<file path="src/rtl/l2e_pkg.sv">
package l2e_pkg;

	localparam int IMAGE_WIDTH_DEF  = 4096;
	localparam int IMAGE_HEIGHT_DEF = 2048;

	localparam logic signed [31:0] Q28_ONE     = 32'sd268435456;
	localparam logic signed [31:0] HALF_PI_Q28 = 32'sd421657428;
	localparam logic [29:0]        HALF_PI2    = 30'd843314856;
	localparam logic [30:0]        INV_TWO_PI  = 31'd683565276;
	localparam logic [19:0]        OUT_MAX     = 20'hFFFFF;

	typedef enum logic [2:0] {
		CFG_CENTRE_X    = 3'd0,
		CFG_CENTRE_Y    = 3'd1,
		CFG_INV_FOCAL_X = 3'd2,
		CFG_INV_FOCAL_Y = 3'd3,
		CFG_RADIAL_K1   = 3'd4,
		CFG_RADIAL_K2   = 3'd5,
		CFG_RADIAL_K3   = 3'd6,
		CFG_RADIAL_K4   = 3'd7
	} cfg_idx_t;

	typedef struct packed {
		logic [20:0]        centre_x;
		logic [20:0]        centre_y;
		logic [31:0]        inv_focal_x;
		logic [31:0]        inv_focal_y;
		logic signed [31:0] radial_k1;
		logic signed [31:0] radial_k2;
		logic signed [31:0] radial_k3;
		logic signed [31:0] radial_k4;
	} lens_cfg_t;

	localparam lens_cfg_t CFG_RESET = '{
		centre_x:    21'd0,
		centre_y:    21'd262144,
		inv_focal_x: 32'd1647099,
		inv_focal_y: 32'd1647099,
		radial_k1:   32'sd0,
		radial_k2:   32'sd0,
		radial_k3:   32'sd0,
		radial_k4:   32'sd0
	};

	typedef struct packed {
		logic signed [31:0] nx;
		logic signed [31:0] ny;
	} norm_t;

	typedef struct packed {
		logic signed [31:0] nx;
		logic signed [31:0] ny;
		logic signed [31:0] radial;
	} poly_t;

	typedef struct packed {
		logic [19:0] map_x;
		logic [19:0] map_y;
		logic        lat_clamped;
	} res_t;

	function automatic logic signed [31:0] sat32(input logic signed [63:0] v);
		if (v > 64'sd2147483647) begin
			return 32'sh7FFFFFFF;
		end else if (v < -64'sd2147483648) begin
			return 32'sh80000000;
		end else begin
			return v[31:0];
		end
	endfunction

	// q.56 product back to q4.28, round half up, saturate
	function automatic logic signed [31:0] rnd28(input logic signed [63:0] v);
		logic signed [63:0] t;
		t = v + 64'sd134217728;
		return sat32(t >>> 28);
	endfunction

endpackage

</file>
<file path="src/rtl/l2e_norm.sv">
module l2e_norm (
	input  logic                    clk,
	input  logic                    arst_n,
	input  l2e_pkg::lens_cfg_t      cfg,
	input  logic                    in_valid,
	output logic                    in_ready,
	input  logic [20:0]             point_x,
	input  logic [20:0]             point_y,
	output logic                    out_valid,
	input  logic                    out_ready,
	output l2e_pkg::norm_t          out_data
);

	localparam int NS = 2;

	logic [NS:1]   vld_q;
	logic [NS+1:1] en;
	logic [NS:1]   vld_nxt;

	logic signed [21:0] dx, dy;
	logic signed [54:0] px_s1, py_s1;
	logic signed [31:0] nx_s2, ny_s2;

	function automatic logic signed [31:0] norm_q28(input logic signed [54:0] v);
		logic signed [55:0] t;
		t = 56'(v) + 56'sd512;
		return l2e_pkg::sat32(64'(t >>> 10));
	endfunction

	always_comb begin
		en[NS+1] = out_ready;
		for (int i = NS; i >= 1; i--) begin
			en[i] = !vld_q[i] || en[i+1];
		end
	end

	assign vld_nxt   = {vld_q[NS-1:1], in_valid};
	assign in_ready  = en[1];
	assign out_valid = vld_q[NS];

	always_ff @(posedge clk or negedge arst_n) begin
		if (!arst_n) begin
			vld_q <= '0;
		end else begin
			for (int i = 1; i <= NS; i++) begin
				if (en[i]) begin
					vld_q[i] <= vld_nxt[i];
				end
			end
		end
	end

	assign dx = $signed({1'b0, point_x}) - $signed({1'b0, cfg.centre_x});
	assign dy = $signed({1'b0, point_y}) - $signed({1'b0, cfg.centre_y});

	always_ff @(posedge clk) begin
		if (en[1]) begin
			px_s1 <= 55'(dx) * 55'($signed({1'b0, cfg.inv_focal_x}));
			py_s1 <= 55'(dy) * 55'($signed({1'b0, cfg.inv_focal_y}));
		end
	end

	always_ff @(posedge clk) begin
		if (en[2]) begin
			nx_s2 <= norm_q28(px_s1);
			ny_s2 <= norm_q28(py_s1);
		end
	end

	assign out_data.nx = nx_s2;
	assign out_data.ny = ny_s2;

endmodule

</file>
<file path="config.mk">
export PLATFORM = sky130hd
export DESIGN_NAME = l2e_norm
export DESIGN_NICKNAME = d
export VERILOG_FILES = /design/src/rtl/l2e_pkg.sv /design/src/rtl/l2e_norm.sv
export SDC_FILE = /design/constraint.sdc
export NUM_CORES = 2
export LEC_CHECK = 0
export ABC_AREA = 1
export BUFFER_PORTS_ARGS = -buffer_cell sky130_fd_sc_hd__buf_2
export CAP_MARGIN = 5
export CORE_AREA = 2 2 455 457
export DETAILED_ROUTE_END_ITERATION = 16
export DIE_AREA = 0 0 457 459
export GPL_TIMING_DRIVEN = 0
export PLACE_DENSITY = 0.49
export SKIP_LAST_GASP = 1
export SLEW_MARGIN = 20
export SYNTH_ARGS = -nofsm -noshare
export SYNTH_HDL_FRONTEND = slang
export SYNTH_SLANG_ARGS = --single-unit
</file>
<file path="constraint.sdc">
create_clock -name clk -period 7.2 [get_ports clk]
set_clock_uncertainty 0.2 [all_clocks]
set_input_delay 0.72 -clock clk [delete_from_list [all_inputs] [get_ports clk]]
set_output_delay 0.72 -clock clk [all_outputs]
set_load 0.005 [all_outputs]
</file>
---- Word level (Yosys, flattened, before mapping) ----
Index checks and enable logic that the tools add are counted.
cells by class
  add/subtract/negate cells ............... 4
  multiply operators ...................... 2
  magnitude comparators ................... 4
  multiplexer cells ....................... 2
  reductions and logical operators ........ 4
operators by type and width
  cell                      number
  $add A55 B11 Y56 const B  2
  $mul A22 B33 Y55          2
  $gt A46 B32 Y1 const B    2
  $lt A46 B32 Y1 const B    2
  $mux W32                  2
  $sub A21 B21 Y22          2
  $logic_not A1 Y1          2
  $logic_or A1 B1 Y1        2
word-level totals
  bits in registers ....................... 176
  bits of input ports ..................... 280
  output and inout port bits .............. 66

---- Logic depth before layout (Yosys ltp) ----
  depth in word-level cells ............... 3
  gate-level depth with buffers ........... 41

---- Worst setup path after synthesis ----
No wires, ideal clock.
  path kind ............................... input to register
  start point ............................. input point_x[0]
  end point ............................... register px_s1[54], data pin
  data arrival time ....................... 7492 ps
  required time ........................... 6748 ps
  setup slack ............................. -744 ps
  stages on the path ...................... 36
  path through ............................ inv_1 -> ha_1 -> inv_1 -> fa_1 -> nand3_1 -> nand2_1 -> a21oi_1 -> inv_1 -> a21oi_1 -> o21bai_1 -> or2_1 -> buf_2 -> nand2_2 -> buf_4 -> nor2_1 -> fa_1 -> inv_1 -> fa_1 -> inv_1 -> fa_1 -> fa_1 -> fa_1 -> fa_1 -> inv_1 -> fa_1 -> inv_1 -> ha_1 -> nand2_1 -> nor2_1 -> nand2_1 -> nor4_1 -> nand2_1 -> nand3_1 -> nand4_1 -> nand3_1 -> nand2_1
between the ends
  cells in the longest elaborated chain, start to end .. 2
RTL lines
  what                  line            source
  start, declared       l2e_norm.sv:7   input logic [20:0] point_x,
  $sub A21 B21 Y22      l2e_norm.sv:53  assign dx = $signed({1'b0, point_x}) - $signed({1'b0, cfg.centre_x});
  $mul A22 B33 Y55      l2e_norm.sv:58  px_s1 <= 55'(dx) * 55'($signed({1'b0, cfg.inv_focal_x}));
  end signal, assigned  l2e_norm.sv:58
  end, declared         l2e_norm.sv:21  logic signed [54:0] px_s1, py_s1;
Every way passes these cells.
A chain may end at the register's enable or synchronous reset.

---- Final worst setup path ----
  start point ............................. input point_x[0]
  end point ............................... register px_s1[47], data pin
The elaborated chain is that of the path after synthesis.

==> run metrics <==
outcome=finished with violations; violated checks=negative setup slack; layout cells sized above 1=0.229; Synth top cells by count=inv_1, nand2_1, fa_1, nor2_1, ha_1; RSZ-0062 raised after global routing=true; Synth cell types=53; 1st-iter DRT viols=3774; CTS clk-pin slew, worst paths=0.07 ns; Setup CP Type=in2reg; antenna violations before repair=9; hold path cells=3; average size of a mapped cell=7.95 um2; critical path's largest stage delay=0.60 ns; clock sink count=158; final setup fails=82; CTS Buf Count=17; sequential fraction of the synthesis area=0.0829; crit path max fanout=5; synth top area cells=fa_1, inv_1, nand2_1; die span in x=457 um; R2R setup slack=4.00 ns; setup TNS=-41.66 ns; syn_nets=9114; GRT overflow=0; Min Hold Slack=0.227 ns; Seq cells post-synth=~160; global-route wire length before repair=336 mm; most frequent cell after synthesis=inv_1; largest net degree at the start of global routing=54; period utilization=1.11; MaxCap Viol Count=0; Routability Congestion=~0.96; Max Fclk=125 MHz; final count of hold timing violations=0; Via-to-Cell Ratio=4.82; post-route ant nets=0; depth of the worst register-to-register path=13; Total GRT Usage=0.214; hpwl dp=191 mm; Finished Layout Cells=10400; Synth top area share=0.419; Pre-Repair DR Iteration Count=6; area leader, netlist=fa_1; # placed instances=10100; Clock Tree Buf Depth=2; Syn Inst Count=~7200; H-Tree Level Count=4; routed length per instance=22.0 um; num rows=about 170; yosys warns=0; Nets=~9600; drt total wl=229 mm; minimum clock period=8.01 ns; max-slew violation total from the final report=0; Critical Path AT=8.04 ns; Root Driver=clkbuf_16; crit path launch type=primary input; IO Pins=346; vias in the first global route=52400; WP data required=roughly 7.2 ns; I/O Buffers=167; Remaining DRCs=0; vias=50200; Worst setup EP type=flop; CTS tree=done; EDFF count, synth=156; area delta synth->final=26.0%; PnR worst setup slack=-0.806 ns; fill count=21600; clk_lat worst skew=0.48 ns; synthesized area=roughly 57000 um2; slowest stage cell, crit path=fa_2; Top FF cell, synth=edfxtp_1; Slew @ Worst Pin=1.23 ns; worst min path class=in2reg; total die area=210000 um2; Die Span Y=459 um; Initial Util=0.278; core area=206000 um2; ys async rst share=0.0127; Max transition margin=0.183
==> worst max-delay path, delay by kind of cell <==
family | cells | cell delay [ns]
AO/OA/AOI/OAI | 2 | 0.33
adder cells (fa/ha/maj) | 10 | 4.54
buffers and inverters | 13 | 1.11
AND/OR/NAND/NOR | 13 | 1.30
==> kinds of logic after synthesis <==
logic type      Yosys count  synth area share
compound gates          419            0.0415
xor+xnor                147            0.0225
buf+inv                1923             0.129
fa+ha+maj              1646             0.518
simple gates           2895             0.207
flops                   158            0.0829
==> registers in the layout, summed over array words and instances (netlist names) <==
name	cells
py_s1	46
px_s1	46
ny_s2	32
vld_q	2
nx_s2	32
==> cells in the final DEF (no fill, tap or decap), types with 141 or more instances in the layout <==
cell type and count:
buf_2 168, ha_1 352, buf_4 270, nor2_1 618, nand3_1 335, nand2_1 1369, inv_1 1491, edfxtp_1 156
fa_1 1100, nand2_2 141
==> metal layers <==
metal	vias up	global-route usage	share of wire
li1	22400	-	-
met1	25500	0.298	0.44
met2	1901	0.339	0.45
met3	341	0.0364	0.076
met4	10	0.0635	0.034
met5	-	0	0.00025
==> through the flow <==
step | instance area (um2) | setup WS (ns) | util
floorplan | 58400 | -0.384 | -
global placement | 62600 | -2.59 | 0.305
detailed placement | 62700 | -2.56 | 0.305
CTS | 68900 | -0.811 | 0.335
global route | 72000 | -0.972 | 0.350
finish | 72000 | -0.806 | 0.350
==> path summary, 6_finish.rpt <==
kind,start,endpoint
worst min register to register,vld_q[1]$_DFFE_PN0P_,vld_q[2]$_DFFE_PN0P_
worst max register to register,px_s1[9]$_DFFE_PP_,nx_s2[3]$_SDFFCE_PN1P_
min in group asynchronous,arst_n,vld_q[2]$_DFFE_PN0P_
worst min-delay path,in_valid,vld_q[1]$_DFFE_PN0P_
max in group asynchronous,arst_n,vld_q[1]$_DFFE_PN0P_
worst max-delay path,point_x[0],px_s1[47]$_DFFE_PP_
==> what timing repair did <==
action,in CTS,in global routing
hold endpoints to repair,2,0
hold buffers,1,0
resized for setup,1019,573
setup endpoints to repair,91,87
pin swaps,337,357
setup buffers,193,123
gates cloned,3,5
==> final cells by class <==
class	instances	area, um2	share of cell area
Tap cell	2704	3380	0.0470
Antenna cell	2	5.00	0.0000695
Clock buffer	17	425	0.00591
Timing Repair Buffer	493	3840	0.0533
Inverter	1649	6330	0.0880
Sequential cell	158	4730	0.0658
Buffer	268	2270	0.0315
Multi-Input combinational cell	5107	50800	0.706
Clock inverter	15	171	0.00238
Power is left out: the tool's default activity adds up to more than one toggle a clock period on the data nets, which glitch-free logic cannot reach.
